===== config.mk =====
export PLATFORM = sky130hd
export DESIGN_NAME = mwm_cordic_cell
export DESIGN_NICKNAME = d
export VERILOG_FILES = /design/src/rtl/mwm_pkg.sv /design/src/rtl/mwm_cordic_cell.sv
export SDC_FILE = /design/constraint.sdc
export NUM_CORES = 1
export LEC_CHECK = 0
export BUFFER_PORTS_ARGS = -buffer_cell sky130_fd_sc_hd__buf_2
export CELL_PAD_IN_SITES_DETAIL_PLACEMENT = 1
export CELL_PAD_IN_SITES_GLOBAL_PLACEMENT = 2
export CORE_MARGIN = 4
export CORE_UTILIZATION = 36
export CTS_CLUSTER_DIAMETER = 150
export CTS_CLUSTER_SIZE = 28
export DETAILED_ROUTE_END_ITERATION = 8
export PLACE_DENSITY = 0.8
export SKIP_CTS_REPAIR_TIMING = 1
export SLEW_MARGIN = 20
export SYNTH_ARGS = -nofsm -noshare
export SYNTH_HDL_FRONTEND = slang
export SYNTH_SLANG_ARGS = --single-unit
export TNS_END_PERCENT = 100

===== constraint.sdc =====
create_clock -name clk_i -period 0.8 [get_ports clk_i]
set_input_delay 0.16 -clock clk_i [delete_from_list [all_inputs] [get_ports clk_i]]
set_output_delay 0.16 -clock clk_i [all_outputs]
set_load 0.01 [all_outputs]

===== src/rtl/mwm_pkg.sv =====
// Shared types, constants and a lookup function for the mecanum wheel mixer.
package mwm_pkg;

  localparam int unsigned WHEEL_COUNT  = 4;
  localparam int unsigned CORDIC_STEPS = 16;
  localparam int unsigned DIV_STEPS    = 15;

  // Binary-angle fold limits.
  localparam logic signed [17:0] QUARTER_TURN = 18'sd16384;
  localparam logic signed [17:0] HALF_TURN    = 18'sd32768;

  // CORDIC gain compensation, Q30.
  localparam logic signed [30:0] CORDIC_GAIN = 31'sd652032874;

  // 1.0 in the internal Q.27 scale.
  localparam logic [31:0] ONE_INTERNAL = 32'd134217728;

  typedef struct packed {
    logic signed [33:0] x;
    logic signed [33:0] y;
    logic signed [17:0] ang;
    logic signed [15:0] rot;
  } cordic_t;

  typedef struct packed {
    logic [31:0]                       maxm;
    logic                              scaled;
    logic [WHEEL_COUNT-1:0]            neg;
    logic [WHEEL_COUNT-1:0][14:0]      plain;
    logic [WHEEL_COUNT-1:0][31:0]      rem;
    logic [WHEEL_COUNT-1:0][14:0]      nlow;
    logic [WHEEL_COUNT-1:0][14:0]      quo;
  } div_t;

  // Arctangent of 2^-i in binary-angle units.
  function automatic logic signed [17:0] atan_lut(input logic [3:0] step);
    logic signed [17:0] r;
    case (step)
      4'd0:    r = 18'sd8192;
      4'd1:    r = 18'sd4836;
      4'd2:    r = 18'sd2555;
      4'd3:    r = 18'sd1297;
      4'd4:    r = 18'sd651;
      4'd5:    r = 18'sd326;
      4'd6:    r = 18'sd163;
      4'd7:    r = 18'sd81;
      4'd8:    r = 18'sd41;
      4'd9:    r = 18'sd20;
      4'd10:   r = 18'sd10;
      4'd11:   r = 18'sd5;
      4'd12:   r = 18'sd3;
      4'd13:   r = 18'sd1;
      4'd14:   r = 18'sd1;
      default: r = 18'sd0;
    endcase
    return r;
  endfunction

endpackage


===== src/rtl/mwm_cordic_cell.sv =====
// One CORDIC rotation stage with its pipeline register.
module mwm_cordic_cell (
  input  logic             clk_i,
  input  logic             rst_ni,
  input  logic             en_i,
  input  logic [3:0]       step_i,
  input  logic             vld_i,
  input  mwm_pkg::cordic_t d_i,
  output logic             vld_o,
  output mwm_pkg::cordic_t q_o
);

  logic             vld_q;
  mwm_pkg::cordic_t dat_d, dat_q;
  logic signed [33:0] dx, dy;

  always_comb begin
    dx    = d_i.y >>> step_i;
    dy    = d_i.x >>> step_i;
    dat_d = d_i;
    if (d_i.ang >= 18'sd0) begin
      dat_d.x   = d_i.x - dx;
      dat_d.y   = d_i.y + dy;
      dat_d.ang = d_i.ang - mwm_pkg::atan_lut(step_i);
    end else begin
      dat_d.x   = d_i.x + dx;
      dat_d.y   = d_i.y - dy;
      dat_d.ang = d_i.ang + mwm_pkg::atan_lut(step_i);
    end
  end

  always_ff @(posedge clk_i or negedge rst_ni) begin
    if (!rst_ni) begin
      vld_q <= 1'b0;
    end else if (en_i) begin
      vld_q <= vld_i;
    end
  end

  always_ff @(posedge clk_i) begin
    if (en_i) begin
      dat_q <= dat_d;
    end
  end

  assign vld_o = vld_q;
  assign q_o   = dat_q;

endmodule


==> impl_results.md <==
- CTS tree: built
- # rows: 69
- Top cell type's share of synthesized area: 23.43%
- Area occupied by multi-input gates: between 10000 and 15000 um2
- #FFs+latches synth: 103
- Starting DRT DRC Count: 1130
- Pleak: 9.809 nW
- Status: finished, violations left
- Warning count from the yosys run: 0
- Power per cell area: around 1700 nW/um2
- Synth top area cells: edfxtp_1 23%, mux4_2 12%, ha_1 8.7%
- Total CTS buffers: 9
- Final Hold Vio Count: 0
- Synth-to-layout area growth: 69.44%
- Post-synth cell types: 81
- RSZ-0062 raised after global routing: yes
- Pins Over Slew Limit: 0
- Async SR Flop Fraction: 0.9709%
- Final worst slack: -4093 ps
- Max Clk Rate: 204.4 MHz
- Remaining DRCs: 0
- Post-Syn Instances: ~1400
- Fill cells: 4002
- Worst-path clk slew: 80 ps
- First-pass GRT wire length: 87.02 mm
- GRT Residual Overflow: 0
- Worst-case clock buffer depth: 2
- Number of global-route vias before repair: 15660
- Net Count, Synth: 1612
- CP Data Arrival Time: ~5000 ps
- Max transition margin: roughly three fifths
- Crit path cell chain: buf_16 > buf_12 > mux4_2 > mux4_2 > or3_4 > a211o_4 > nor4_4 > nand2_1 > o21ai_2 > xnor2_1 > ha_1 > o21ai_1 > o21bai_1 > a21o_1 > a21oi_2 > o21ai_2 > a221o_1 > a41oi_2 > nor2b_4 > xnor2_1
- Worst Skew: 0 ps
- WL per Instance: about 25 um
- Failing checks: setup timing
- Initial antenna violation count: 0
- Final WL: 67.56 mm
- Total GRT Usage: 27.84%
- Die H: ~200 um
- Maximum fanout along the worst path: 8
- Seq/Total Area, Yosys: 23.62%
- Synthesized cell area: 13070 um2
- Final Cycle Share: 611.6%
- Minimum clock period: 4893 ps
- Io pins: 213
- Port Buf Inserts: 212
- DR vias: 15900
- Mean area per synthesized cell: 9.284 um2
- Placed wire-length estimate: between 40 and 50 mm
- Total power: 0.03840 W
- Post-DRT Antenna Nets: 0
- Chip width: slightly below 200 um
- Max Cap Violations: 0
- Max stage delay cell, worst path: mux4_2
- Via density: 5.874
- Largest net degree at the start of global routing: 53
- Kind of end point of the critical path: flop
- Clk root buf: clkbuf_16
- CP Launch Type: input port
- Cell with the most instances after synthesis: nand2_1
- Setup violations, final: 189
- 1st-pass router iterations: 5
- Critical Path Max Stage Delay: 540 ps
- Num Clock Sinks: 103
- Setup TNS: -286460 ps
- FF/Latch Area: 3088 um2
- Most used DFF post-synth: edfxtp_1
- Number of flops mapped to enable cells by yosys: 102
- Core box area: roughly 36000 um2
- Die footprint: 39430 um2
- Initial Utilization: 36.66%
- Layout cells sized above 1: between 50% and 60%
- Critical Path RT: 950 ps
- H-tree depth: 3
- Final Wtd Congestion: 0.9164
- Post-synth top cells: 130 x nand2_1, 104 x nor2_1, 102 x edfxtp_1
- Min-delay worst type: in -> async
- Slew @ Worst Pin: 626.3 ps
- Crit path kind: in -> reg
- Clock insertion delay at the later pin of the skew report: 390 ps
- Final net count: 2444
- Max IR drop VDD: 1.073 mV
- Area leader, netlist: edfxtp_1
layout make-up:
type / count / area share, %
Tap cell: 461 / 2.604
Clock inverter: 7 / 0.3389
Antenna cell: 1 / 0.01130
Inverter: 34 / 0.6383
Multi-Input combinational cell: 1196 / 50.69
Sequential cell: 103 / 13.94
Timing Repair Buffer: 896 / 30.76
Clock buffer: 9 / 1.017
cell usage in the layout (no fill, tap or decap), drive strengths merged, types with 14 or more instances in the layout:
cell	Yosys	layout
mux4	71	71
nor3	22	22
mux2i	50	50
a21o	32	32
ha	91	91
inv	33	37
mux2	42	42
nand2b	23	23
xor2	48	48
nand2	130	130
xnor2	98	98
buf	39	875
edfxtp	102	102
dlygate4sd3	0	18
a21oi	100	100
nor2b	14	14
o21ai	100	100
nor2	104	104
o31ai	19	19
nand3	28	28
a211oi	22	22
worst paths after layout:
| path | start | to | slack (ps) | cells past startpoint |
|---|---|---|---|---|
| worst min register to register | vld_o$_DFFE_PN0P_ | vld_o$_DFFE_PN0P_ | 520 | 1 |
| worst max-delay path | step_i[0] | q_o[99]$_DFFE_PP_ | -4090 | 20 |
| max in group asynchronous | rst_ni | vld_o$_DFFE_PN0P_ | 650 | 2 |
| worst min-delay path | rst_ni | vld_o$_DFFE_PN0P_ | 70 | 2 |
| worst max register to register | vld_o$_DFFE_PN0P_ | vld_o$_DFFE_PN0P_ | 60 | 1 |
| min in group clk_i | d_i[17] | q_o[17]$_DFFE_PP_ | 190 | 2 |
power breakdown:
part	internal (W)	total [W]	leakage [nW]	switching, W
clock	0.00223	0.00470	0.145	0.00247
sequential	0.00786	0.00827	1.01	0.000414
combinational	0.0126	0.0254	8.65	0.0128
state kept, by name, summed over array words and instances (netlist names):
signal / flops
q_o: 102
vld_o: 1
stage by stage:
step / util [%] / hold slack, ps / cells / worst slack, ps / area, um2
after floorplan: - / -135.6 / 1408 / -3962 / 13710
after global placement: 53.92 / -65.75 / 2585 / -4457 / 19220
after detailed placement: 53.92 / -63.42 / 2585 / -4587 / 19220
after CTS: 54.76 / -487.8 / 2601 / -4243 / 19530
after global routing: 62.12 / 75.65 / 2706 / -4235 / 22150
final: 62.12 / 67.82 / 2707 / -4093 / 22150
cell families (layout without fill, tap and decap cells):
group | Yosys count | in the layout | share of synthesized area (%)
and+or+nand+nor | 397 | 397 | 14.46
AOI/OAI and AO/OA | 396 | 396 | 19.54
xor gates and xnor gates | 146 | 146 | 9.782
muxes | 163 | 163 | 19.68
DFF | 103 | 103 | 23.62
buffers and inverters | 109 | 946 | 3.742
adders and majority gates | 94 | 94 | 9.169
other | 0 | 1 | 0
routing by layer:
layer  vias up  GRT usage, %  share of wire (%)
met5         -             0                  0
li1       7024             -                  -
met4         0         7.928                4.7
met1      7994         35.05                 39
met3       204         3.659                5.3
met2       679         50.03                 51
worst max-delay path: cells and delay by family:
family,cells,cell delay (ps)
compound gates,9,1930
xor+xnor,2,200
fa+ha+maj,1,300
buf+inv,2,230
mux,2,1050
simple gates,4,1140
Power figures use the tool's default switching activity.
