$ cat src/rtl/mwm_pkg.sv
// Shared types, constants and a lookup function for the mecanum wheel mixer.
package mwm_pkg;

  localparam int unsigned WHEEL_COUNT  = 4;
  localparam int unsigned CORDIC_STEPS = 16;
  localparam int unsigned DIV_STEPS    = 15;

  // Binary-angle fold limits.
  localparam logic signed [17:0] QUARTER_TURN = 18'sd16384;
  localparam logic signed [17:0] HALF_TURN    = 18'sd32768;

  // CORDIC gain compensation, Q30.
  localparam logic signed [30:0] CORDIC_GAIN = 31'sd652032874;

  // 1.0 in the internal Q.27 scale.
  localparam logic [31:0] ONE_INTERNAL = 32'd134217728;

  typedef struct packed {
    logic signed [33:0] x;
    logic signed [33:0] y;
    logic signed [17:0] ang;
    logic signed [15:0] rot;
  } cordic_t;

  typedef struct packed {
    logic [31:0]                       maxm;
    logic                              scaled;
    logic [WHEEL_COUNT-1:0]            neg;
    logic [WHEEL_COUNT-1:0][14:0]      plain;
    logic [WHEEL_COUNT-1:0][31:0]      rem;
    logic [WHEEL_COUNT-1:0][14:0]      nlow;
    logic [WHEEL_COUNT-1:0][14:0]      quo;
  } div_t;

  // Arctangent of 2^-i in binary-angle units.
  function automatic logic signed [17:0] atan_lut(input logic [3:0] step);
    logic signed [17:0] r;
    case (step)
      4'd0:    r = 18'sd8192;
      4'd1:    r = 18'sd4836;
      4'd2:    r = 18'sd2555;
      4'd3:    r = 18'sd1297;
      4'd4:    r = 18'sd651;
      4'd5:    r = 18'sd326;
      4'd6:    r = 18'sd163;
      4'd7:    r = 18'sd81;
      4'd8:    r = 18'sd41;
      4'd9:    r = 18'sd20;
      4'd10:   r = 18'sd10;
      4'd11:   r = 18'sd5;
      4'd12:   r = 18'sd3;
      4'd13:   r = 18'sd1;
      4'd14:   r = 18'sd1;
      default: r = 18'sd0;
    endcase
    return r;
  endfunction

endpackage

$ cat src/rtl/mwm_div_cell.sv
// One restoring-division stage: one quotient bit for every wheel.
module mwm_div_cell (
  input  logic          clk_i,
  input  logic          rst_ni,
  input  logic          en_i,
  input  logic          vld_i,
  input  mwm_pkg::div_t d_i,
  output logic          vld_o,
  output mwm_pkg::div_t q_o
);

  logic          vld_q;
  mwm_pkg::div_t dat_d, dat_q;
  logic [32:0]   rem_sh [mwm_pkg::WHEEL_COUNT];
  logic [32:0]   rem_sub [mwm_pkg::WHEEL_COUNT];
  logic [mwm_pkg::WHEEL_COUNT-1:0] ge;

  always_comb begin
    dat_d = d_i;
    for (int w = 0; w < mwm_pkg::WHEEL_COUNT; w++) begin
      rem_sh[w]  = {d_i.rem[w], d_i.nlow[w][14]};
      rem_sub[w] = rem_sh[w] - {1'b0, d_i.maxm};
      ge[w]      = rem_sh[w] >= {1'b0, d_i.maxm};
      dat_d.rem[w]  = ge[w] ? rem_sub[w][31:0] : rem_sh[w][31:0];
      dat_d.quo[w]  = {d_i.quo[w][13:0], ge[w]};
      dat_d.nlow[w] = {d_i.nlow[w][13:0], 1'b0};
    end
  end

  always_ff @(posedge clk_i or negedge rst_ni) begin
    if (!rst_ni) begin
      vld_q <= 1'b0;
    end else if (en_i) begin
      vld_q <= vld_i;
    end
  end

  always_ff @(posedge clk_i) begin
    if (en_i) begin
      dat_q <= dat_d;
    end
  end

  assign vld_o = vld_q;
  assign q_o   = dat_q;

endmodule

$ cat config.mk
export PLATFORM = sky130hd
export DESIGN_NAME = mwm_div_cell
export DESIGN_NICKNAME = d
export VERILOG_FILES = /design/src/rtl/mwm_pkg.sv /design/src/rtl/mwm_div_cell.sv
export SDC_FILE = /design/constraint.sdc
export NUM_CORES = 1
export LEC_CHECK = 0
export ABC_CLOCK_PERIOD_IN_PS = 1370
export BUFFER_PORTS_ARGS = -buffer_cell sky130_fd_sc_hd__buf_2
export CAP_MARGIN = 30
export CORE_AREA = 2 2 269 271
export DETAILED_ROUTE_END_ITERATION = 12
export DIE_AREA = 0 0 271 273
export PLACE_DENSITY = 0.51
export REMOVE_ABC_BUFFERS = 1
export SLEW_MARGIN = 20
export SYNTH_ARGS = -nofsm -noshare
export SYNTH_HDL_FRONTEND = slang
export SYNTH_SLANG_ARGS = --single-unit
$ cat constraint.sdc
create_clock -name clk_i -period 1.37 [get_ports clk_i]
set_input_delay 0.137 -clock clk_i [delete_from_list [all_inputs] [get_ports clk_i]]
set_output_delay 0.137 -clock clk_i [all_outputs]
set_load 0.03 [all_outputs]
==> impl_metrics.yaml, run 1 <==
status:
  outcome: "finished with violations"
  violations: "negative hold slack, negative setup slack"
timing:
  setup_ws_ns: -1.05
  hold_slack_ns: -0.0175
  fin_crit_ns: 2.42
  maxSlewViolCount: 0
  final.setup_skew_ns: 0
  setup_viol_count_final: 141
  hold_violations: 1
  maxClockFrequency_mhz: 412
  rsz0062_at_grt: "yes"
  tightest_slew_ns: 0.493
  fin_crit_sh_pct: 177
  relSlewSlack_pct: 66.8
routing:
  viasPerCell: 4.70
  wl_mm: 95.6
  ant_nets: 0
  dr.first_iter.drc_count: 1101
  remaining_drc_errors: 0
  drtPass1Iterations: 5
  wl_per_cell_um: 22.8
  route.vias.total: 19700
clock_tree:
  h-tree-depth: 2
  cts_tree: "yes"
  cts_root_buf: "clkbuf_16"
  cts_buffers: 43
  clk_pin_slew_ns: 0.05
  insertion_delay_ns: 0.58
  cts_buffer_depth: 3
  clkSinkCount: 342
layout:
  register_area_um2: 10300
  area_growth_pct: 91.0
  instances_no_fill: 4190
  drive_gt1_share_pct: 53.0
  num-fill-cells: 6346
  nNetsFinal: 3684
  multiInputGateArea_um2: 10000
global_route:
  grt_usage_pct: 24.7
  grt_pass1_vias: 20900
  overflow: 0
  grt_pass1_wl_mm: 136
  antenna_found_initial: 21
  grt_max_degree: 56
logic_synthesis:
  synth_area_leaders: "edfxtp_1 (55%), ha_1 (8.6%), a21oi_1 (3.6%)"
  synth-main-ff-cell: "edfxtp_1"
  ys_seq_elements: 342
  ys_seq_area_share_pct: 55.0
  async_flop_share_pct: 0.292
  yosys.area.top_type: "edfxtp_1"
  syn-cell-area_um2: 18700
  synth_edf_count: 341
  ys_warn_count: 0
  synth_top_area_share_pct: 54.9
  synth.avg_cell_area_um2: 11.9
  synth_cell_type_count: 73
  netlist_instances: 1569
min_path:
  hp-class: "primary input to register"
  worstHoldStart: "d_i[236]"
setup_path:
  start_kind: "primary input"
  path_cells: "buf_8 > inv_4 > buf_8 > ha_4 > nor2b_4 > o31a_1 > o311ai_4 > a31oi_4 > a221o_1 > a221oi_4 > buf_4 > o21ai_2 > mux2i_1 > nand2_1"
  slowest_delay_ns: 0.46
  required_ns: 1.71
  path_buf_inv: 4
  slowest_stage: "a221o_1"
  cp_top_family: "compound AO/OA/AOI/OAI gates"
  path_max_fanout: 3
  rr_startpoint: "vld_o$_DFFE_PN0P_"
  critPathCaptureType: "register"
  crit_arrival_ns: 2.76
  crit_type: "primary input to register"
  cp-startpoint: "d_i[314]"
  path_common_cell: "buf_8"
floorplan:
  dieWidth_um: 271
  ios: 695
  die_h_um: 273
  die_area_um2: 74000
  core.rowCount: 98
  start_util_pct: 26.3
  core_um2: 71000
flow_run:
  drv_cap: 0
power:
  power_density_nw_per_um2: 1080
  leakage_nw: 15.8
  ir_drop_mv: 0.838
placement:
  dp.cells: 3670
  place_hpwl_mm: 72.3
  dp_slack_ns: -2.13
  place.gp.congestion: 0.934
  io_buffers: 686
[state kept, by name, indices dropped and copies added, names as in the netlist]
signal  cells
q_o       341
vld_o       1
[power breakdown]
group / internal, mW / leakage (nW) / switching, mW
Clock: 5.81 / 0.615 / 4.86
Combinational: 6.70 / 11.8 / 7.81
Sequential: 13.0 / 3.35 / 0.453
Total: 25.5 / 15.8 / 13.1
[metrics by stage]
stage	hold WS (ns)	instance area, um2	TNS (ns)	utilization [%]	power, mW
after CTS	0.00235	34800	-117.87	49.0	38.2
final	-0.0175	35600	-119.72	50.2	38.6
after detailed placement	-0.0861	27300	-238.95	38.4	24.7
after floorplan	-0.159	18400	-286.36	-	19.3
after global routing	0.0118	35600	-132.68	50.2	40.2
after global placement	-0.0881	27200	-248.67	38.4	24.7
[layout by cell type (no fill, tap or decap), drive strengths merged, types with 28 or more instances in the layout]
master | Yosys | layout
buf | 25 | 1299
edfxtp | 341 | 341
dlygate4sd3 | 0 | 334
a21oi | 138 | 138
ha | 128 | 128
nand2 | 111 | 111
nor2 | 105 | 105
o21ai | 105 | 105
inv | 73 | 75
mux2 | 71 | 71
xnor2 | 68 | 68
a21o | 55 | 55
clkbuf | 25 | 53
xor2 | 31 | 31
nand3 | 28 | 28
[kinds of logic (layout without fill, tap and decap cells)]
logic type                 Yosys count  count (layout)  share of synthesized area (%)
other                                1              11                         0.0201
and+or+nand+nor                    359             359                           9.01
adders and majority gates          132             132                           9.01
DFF                                342             342                           55.0
xor gates and xnor gates            99              99                           4.65
buffers and inverters              123            1784                           2.70
muxes                               78              78                           4.66
AOI/OAI and AO/OA                  435             435                           14.9
[final timing paths]
kind | end | slack (ns) | cells after the start
worst max-delay path | q_o[183]$_DFFE_PP_ | -1.05 | 14
worst min-delay path | q_o[237]$_DFFE_PP_ | -0.02 | 3
worst max register to register | vld_o$_DFFE_PN0P_ | 0.06 | 2
worst min register to register | vld_o$_DFFE_PN0P_ | 1.06 | 2
max in group asynchronous | vld_o$_DFFE_PN0P_ | 0.89 | 3
min in group asynchronous | vld_o$_DFFE_PN0P_ | 0.38 | 3
[cell type report]
type                            count  share of cell area, %
Timing Repair Buffer             1636                   35.3
Sequential cell                   342                   28.8
Multi-Input combinational cell   1107                   28.1
Tap cell                          950                   3.34
Clock buffer                       50                   3.09
Inverter                           73                  0.867
Clock inverter                     25                  0.467
Antenna cell                        7                 0.0491
[tightest hold or removal path, delay by kind of cell]
kind,cells,cell delay (ns)
buf+inv,1,0.13
simple gates,1,0.07
compound gates,1,0.11
[cells in the mapped netlist (all sizes together) (7+ instances only)]
library cell	number
o21bai	19
nand2	111
mux2i	7
o21a	19
clkbuf	25
xnor2	68
nand2b	18
ha	128
a21oi	138
nor2	105
xor2	31
and4	7
a211oi	9
nand4	25
a31oi	16
buf	25
o21ai	105
nor2b	16
o31ai	12
nor3	20
inv	73
nand3	28
edfxtp	341
mux2	71
a21o	55
[per-layer routing]
| layer | track usage, % | share of wire [%] |
|---|---|---|
| met5 | 0 | 0.12 |
| met4 | 8.68 | 4.5 |
| met3 | 4.75 | 5.3 |
| met2 | 45.9 | 51 |
| met1 | 28.1 | 39 |
[what timing repair did]
action | CTS | global route
pin swaps | 92 | 73
gates cloned | 10 | 3
buffers inserted | 84 | 33
hold buffers | 334 | 0
gates resized for setup | 451 | 182
endpoints found under the hold margin | 335 | 0
setup endpoints to repair | 166 | 153
Power figures use the tool's default switching activity.
==> run 2, diff against run 1 <==
PLACE_DENSITY = default   (was 0.51)
PLACE_DENSITY_LB_ADDON = 0.08   (was default)
REMOVE_ABC_BUFFERS = default   (was 1)
==> run 2 against run 1 <==
- the flow finishes with violations (negative setup slack)
- hold slack better by 0.029 ns
- critical path depth is 1 lower
- highest routed layer unchanged
- fmax is 4.2% lower
- sequential power hardly changed
- critical endpoint is now q_o[198]$_DFFE_PP_
- sequential share of layout area is 0.44 points higher
- critical path type unchanged
- clock skew stayed put
==> impl_metrics.yaml, run 2 (synthesis results as in run 1) <==
global_route:
  grt_max_degree: 47
  grt-busiest-layer: "met2"
  antenna_found_initial: 29
  overflow: 0
  grt_util_met3_pct: 6.02
  grt_usage_pct: 23.4
  met2_usage_pct: 40.9
  grtUsageMet1_pct: 28.2
  grt_pass1_wl_mm: 128
  grt_pass1_vias: 19700
setup_path:
  crit_type: "primary input to register"
  required_ns: 1.70
  start_kind: "primary input"
  cp-startpoint: "d_i[316]"
  r2r_end: "vld_o$_DFFE_PN0P_"
  path_max_fanout: 19
  rr_startpoint: "vld_o$_DFFE_PN0P_"
  rr_worst_depth: 1
  crit_arrival_ns: 2.86
  critPathCaptureType: "register"
  reg2reg_setup_slack_ns: 0.64
power:
  leakage_nw: 15.4
  intPower_mw: 26.3
  pwr-share-comb_pct: 35.4
  p_total_mw: 39.2
  swShare_pct: 32.9
  power_frac_seq_pct: 34.0
  switchingPower_mw: 12.9
  power_density_nw_per_um2: 1120
  clockPowerShare_pct: 30.6
  ir_drop_mv: 1.00
placement:
  dp_slack_ns: -1.79
  place.gp.congestion: 0.896
  dp.cells: 3676
  place_hpwl_mm: 71.0
  dpl_cell_area_um2: 27800
  io_buffers: 686
floorplan:
  dieWidth_um: 271
  ios: 695
  die_h_um: 273
  core.rowCount: 98
  core_um2: 71000
  start_util_pct: 26.3
  die_area_um2: 74000
layout:
  area_growth_pct: 88.1
  largest_reg_flops: 341
  instances_no_fill: 4169
  fin_area_um2: 35100
  nNetsFinal: 3662
  register_area_um2: 10300
  drive_gt1_share_pct: 51.4
  multiInputGateArea_um2: 9740
  post-route-util_pct: 49.4
  num-fill-cells: 6522
  layout_common_cells: "buf_2 (658), buf_4 (524), edfxtp_1 (341), dlygate4sd3_1 (326), a21oi_1 (100)"
  final_common_cell: "buf_2"
routing:
  viasPerCell: 4.57
  wl_mm: 90.6
  drtPass1Iterations: 4
  dr.first_iter.drc_count: 767
  wl_per_cell_um: 21.7
  ant_nets: 0
  route.vias.total: 19100
  remaining_drc_errors: 0
timing:
  maxSlewViolCount: 0
  setup_ws_ns: -1.16
  hold_violations: 0
  maxClockFrequency_mhz: 395
  final.setup_skew_ns: 0
  setup_tns_ns: -130.00
  hold_slack_ns: 0.0111
  rsz0062_at_grt: "yes"
  fin_crit_sh_pct: 185
  fin_crit_ns: 2.53
  setup_viol_count_final: 137
min_path:
  holdPathStages: 3
  hp-class: "primary input to register"
  worstHoldStart: "d_i[244]"
  holdPathEnd: "q_o[245]$_DFFE_PP_"
clock_tree:
  cts_buffers: 44
  cts_buffer_depth: 3
  h-tree-depth: 2
  clkSinkCount: 342
  insertion_delay_ns: 0.58
  cts_tree: "yes"
  clk_pin_slew_ns: 0.06
  cts_root_buf: "clkbuf_16"
status:
  violations: "negative setup slack"
  outcome: "finished with violations"
flow_run:
  drv_cap: 0
run 2: timing repair:
| action | 4_1_cts | 5_1_grt |
|---|---|---|
| pin swaps | 11 | 74 |
| cloned | 4 | 2 |
| gates resized for setup | 173 | 219 |
| setup endpoints to repair | 154 | 151 |
| hold buffers | 326 | 0 |
| hold endpoints to repair | 334 | 0 |
| buffers inserted | 35 | 56 |
run 2: critical path: stages:
cell and delay [ns]:
buf_8 0.08, clkinvlp_4 0.14, buf_6 0.16, ha_4 0.16, or4_4 0.54, o21ai_4 0.18
o221ai_4 0.13, a21oi_4 0.35, o21ai_4 0.10, a31oi_4 0.20, o21ai_4 0.14, buf_12 0.20
mux2_1 0.32
run 2: worst max-delay path by stage:
| stage | to | slack, ns |
|---|---|---|
| after floorplan | q_o[147]$_DFFE_PP_ | -1.22 |
| after global placement | q_o[212]$_DFFE_PP_ | -1.78 |
| after detailed placement | q_o[182]$_DFFE_PP_ | -1.79 |
| after CTS | q_o[188]$_DFFE_PP_ | -1.09 |
| after global routing | q_o[230]$_DFFE_PP_ | -1.22 |
| final | q_o[198]$_DFFE_PP_ | -1.16 |
run 2: power by group through the flow:
| stage | Sequential (mW) | Combinational (mW) | Clock [mW] |
|---|---|---|---|
| global placement | 13.5 | 11.5 | 0 |
| finish | 13.3 | 13.9 | 12.0 |
| CTS | 13.3 | 13.2 | 12.3 |
| detailed placement | 13.5 | 11.5 | 0 |
| floorplan | 15.8 | 3.85 | 0 |
| global route | 13.4 | 14.8 | 12.7 |
run 2: cell type report:
type | count | share of cell area, %
Tap cell | 950 | 3.39
Clock inverter | 28 | 0.895
Inverter | 73 | 0.998
Clock buffer | 49 | 3.25
Antenna cell | 7 | 0.0499
Multi-Input combinational cell | 1107 | 27.7
Sequential cell | 342 | 29.2
Timing Repair Buffer | 1613 | 34.4
run 2: per-layer routing:
layer	share of wire (%)	vias to the layer above
met5	0.18	-
li1	-	9180
met4	2.9	28
met2	50	545
met3	6.6	138
met1	41	9179
==> run 3, diff against run 2 <==
REMOVE_ABC_BUFFERS = 1   (was default)
==> run 3 against run 2 <==
- the run still ends with negative setup slack left
- hold slack got worse by 0.0026 ns
- fmax rose by 5.4%
- sequential power barely moved
- critical path depth did not move
==> impl_metrics.yaml, run 3 (synthesis results as in run 1) <==
status:
  outcome: "finished with violations"
  violations: "negative setup slack"
min_path:
  holdPathStages: 3
  holdPathEnd: "q_o[170]$_DFFE_PP_"
  hp-class: "primary input to register"
  worstHoldStart: "d_i[169]"
timing:
  rsz0062_at_grt: "yes"
  setup_ws_ns: -1.03
  maxClockFrequency_mhz: 416
  hold_violations: 0
  tightest_slew_ns: 0.495
  relSlewSlack_pct: 66.6
  setup_viol_count_final: 135
  final.setup_skew_ns: 0
  maxSlewViolCount: 0
  fin_crit_ns: 2.40
  fin_crit_sh_pct: 175
setup_path:
  reg2reg_setup_slack_ns: 0.63
  rr_worst_depth: 1
  start_kind: "primary input"
  critPathCaptureType: "register"
  r2r_end: "vld_o$_DFFE_PN0P_"
  crit_type: "primary input to register"
  crit_arrival_ns: 2.74
  cp-startpoint: "d_i[314]"
  rr_startpoint: "vld_o$_DFFE_PN0P_"
  required_ns: 1.70
  path_max_fanout: 3
power:
  ir_drop_mv: 0.846
  power_frac_seq_pct: 34.3
  intPower_mw: 26.0
  switchingPower_mw: 12.9
  p_total_mw: 38.9
  pwr-share-comb_pct: 36.9
  swShare_pct: 33.3
  power_density_nw_per_um2: 1090
  leakage_nw: 15.8
  clockPowerShare_pct: 28.8
layout:
  layout_common_cells: "buf_2 (639), buf_4 (526), edfxtp_1 (341), dlygate4sd3_1 (331), a21oi_1 (88)"
  largest_reg_flops: 341
  post-route-util_pct: 50.2
  nNetsFinal: 3675
  final_common_cell: "buf_2"
  area_growth_pct: 91.0
  drive_gt1_share_pct: 53.7
routing:
  drtPass1Iterations: 5
  wl_per_cell_um: 22.0
  route.vias.total: 19300
  remaining_drc_errors: 0
  dr.first_iter.drc_count: 897
  wl_mm: 92.0
  viasPerCell: 4.60
  ant_nets: 0
clock_tree:
  h-tree-depth: 2
  clk_pin_slew_ns: 0.05
  cts_root_buf: "clkbuf_16"
  clkSinkCount: 342
  cts_tree: "yes"
  cts_buffers: 43
  cts_buffer_depth: 3
  insertion_delay_ns: 0.57
global_route:
  grt_pass1_vias: 20200
  grt_usage_pct: 23.4
  grt_max_degree: 37
  overflow: 0
  grt_pass1_wl_mm: 128
  antenna_found_initial: 23
flow_run:
  drv_cap: 0
floorplan:
  dieWidth_um: 271
  ios: 695
  die_h_um: 273
  core.rowCount: 98
  die_area_um2: 74000
  core_um2: 71000
  start_util_pct: 26.3
placement:
  place_hpwl_mm: 70.5
  place.gp.congestion: 0.967
  io_buffers: 686
## run 3: changes by cell type in the layout (fill, tap and decap cells not counted), moves of 12 or more
| cell | before | now |
|---|---|---|
| buf_6 | 57 | 78 |
| mux2_4 | 49 | 70 |
| nand2_1 | 98 | 78 |
| buf_2 | 658 | 639 |
| nor2_1 | 91 | 73 |
| mux2_1 | 17 | 0 |
| nor2_2 | 10 | 27 |
| o21ai_1 | 38 | 21 |
| ha_1 | 63 | 79 |
| ha_4 | 58 | 45 |
| a21oi_1 | 100 | 88 |
| nand2_4 | 5 | 17 |
## run 3: per-layer routing
layer	wire length [um]	vias up	global-route usage, %
met5	89	-	0
li1	-	9228	-
met4	3290	14	8.19
met3	5080	163	5.30
met1	35600	9307	26.4
met2	47900	562	43.1
## run 3: repair_timing
action,CTS,global route
setup endpoints to repair,159,160
setup buffers,51,39
gates resized for setup,259,404
hold buffers,330,1
endpoints found under the hold margin,333,1
gates cloned,8,6
pin swaps,56,124
## run 3: final cells by class
class | count | area, um2
clock inverter | 25 | 251
inverter | 73 | 355
clock buffer | 53 | 1110
tap | 950 | 1190
antenna | 12 | 30.0
sequential | 342 | 10300
fill | 6572 | 35400
timing repair buffer | 1626 | 12400
multi-input combinational | 1108 | 10100
## run 3: critical path, cell delays in order
cell and delay (ns):
buf_8 0.11, inv_8 0.07, ha_4 0.20, nor2b_4 0.12, o31a_1 0.36, o311ai_4 0.33, a31oi_4 0.16, a221o_1 0.45
a221oi_4 0.31, buf_4 0.18, o21ai_4 0.05, mux2i_1 0.17, nand2_1 0.08
## run 3: worst max-delay path by stage
stage,end,slack [ns],cells past startpoint
after floorplan,q_o[219]$_DFFE_PP_,-2.66,10
after CTS,q_o[147]$_DFFE_PP_,-1.09,13
after global placement,q_o[219]$_DFFE_PP_,-2.10,11
after detailed placement,q_o[245]$_DFFE_PP_,-2.09,11
after global routing,q_o[206]$_DFFE_PP_,-1.10,14
final,q_o[183]$_DFFE_PP_,-1.03,13
## run 3: power groups by stage
stage | logic [mW] | clock network (mW) | registers [mW]
2_1_floorplan | 3.49 | 0 | 15.8
3_3_place_gp | 11.2 | 0 | 13.5
3_5_place_dp | 11.2 | 0 | 13.5
4_1_cts | 13.1 | 11.5 | 13.3
5_1_grt | 15.3 | 11.9 | 13.4
6_report | 14.4 | 11.2 | 13.3
## run 3: stage by stage
step	cells	setup TNS (ns)	setup WS [ns]	instance area, um2	hold slack [ns]
5_1_grt	4185	-126.75	-1.10	35600	0.00347
3_3_place_gp	3673	-244.22	-2.10	27200	-0.0694
4_1_cts	4138	-125.56	-1.09	33700	0.000440
6_report	4189	-119.41	-1.03	35600	0.00848
2_1_floorplan	1522	-286.36	-2.66	18400	-0.159
3_5_place_dp	3673	-242.19	-2.09	27200	-0.0697
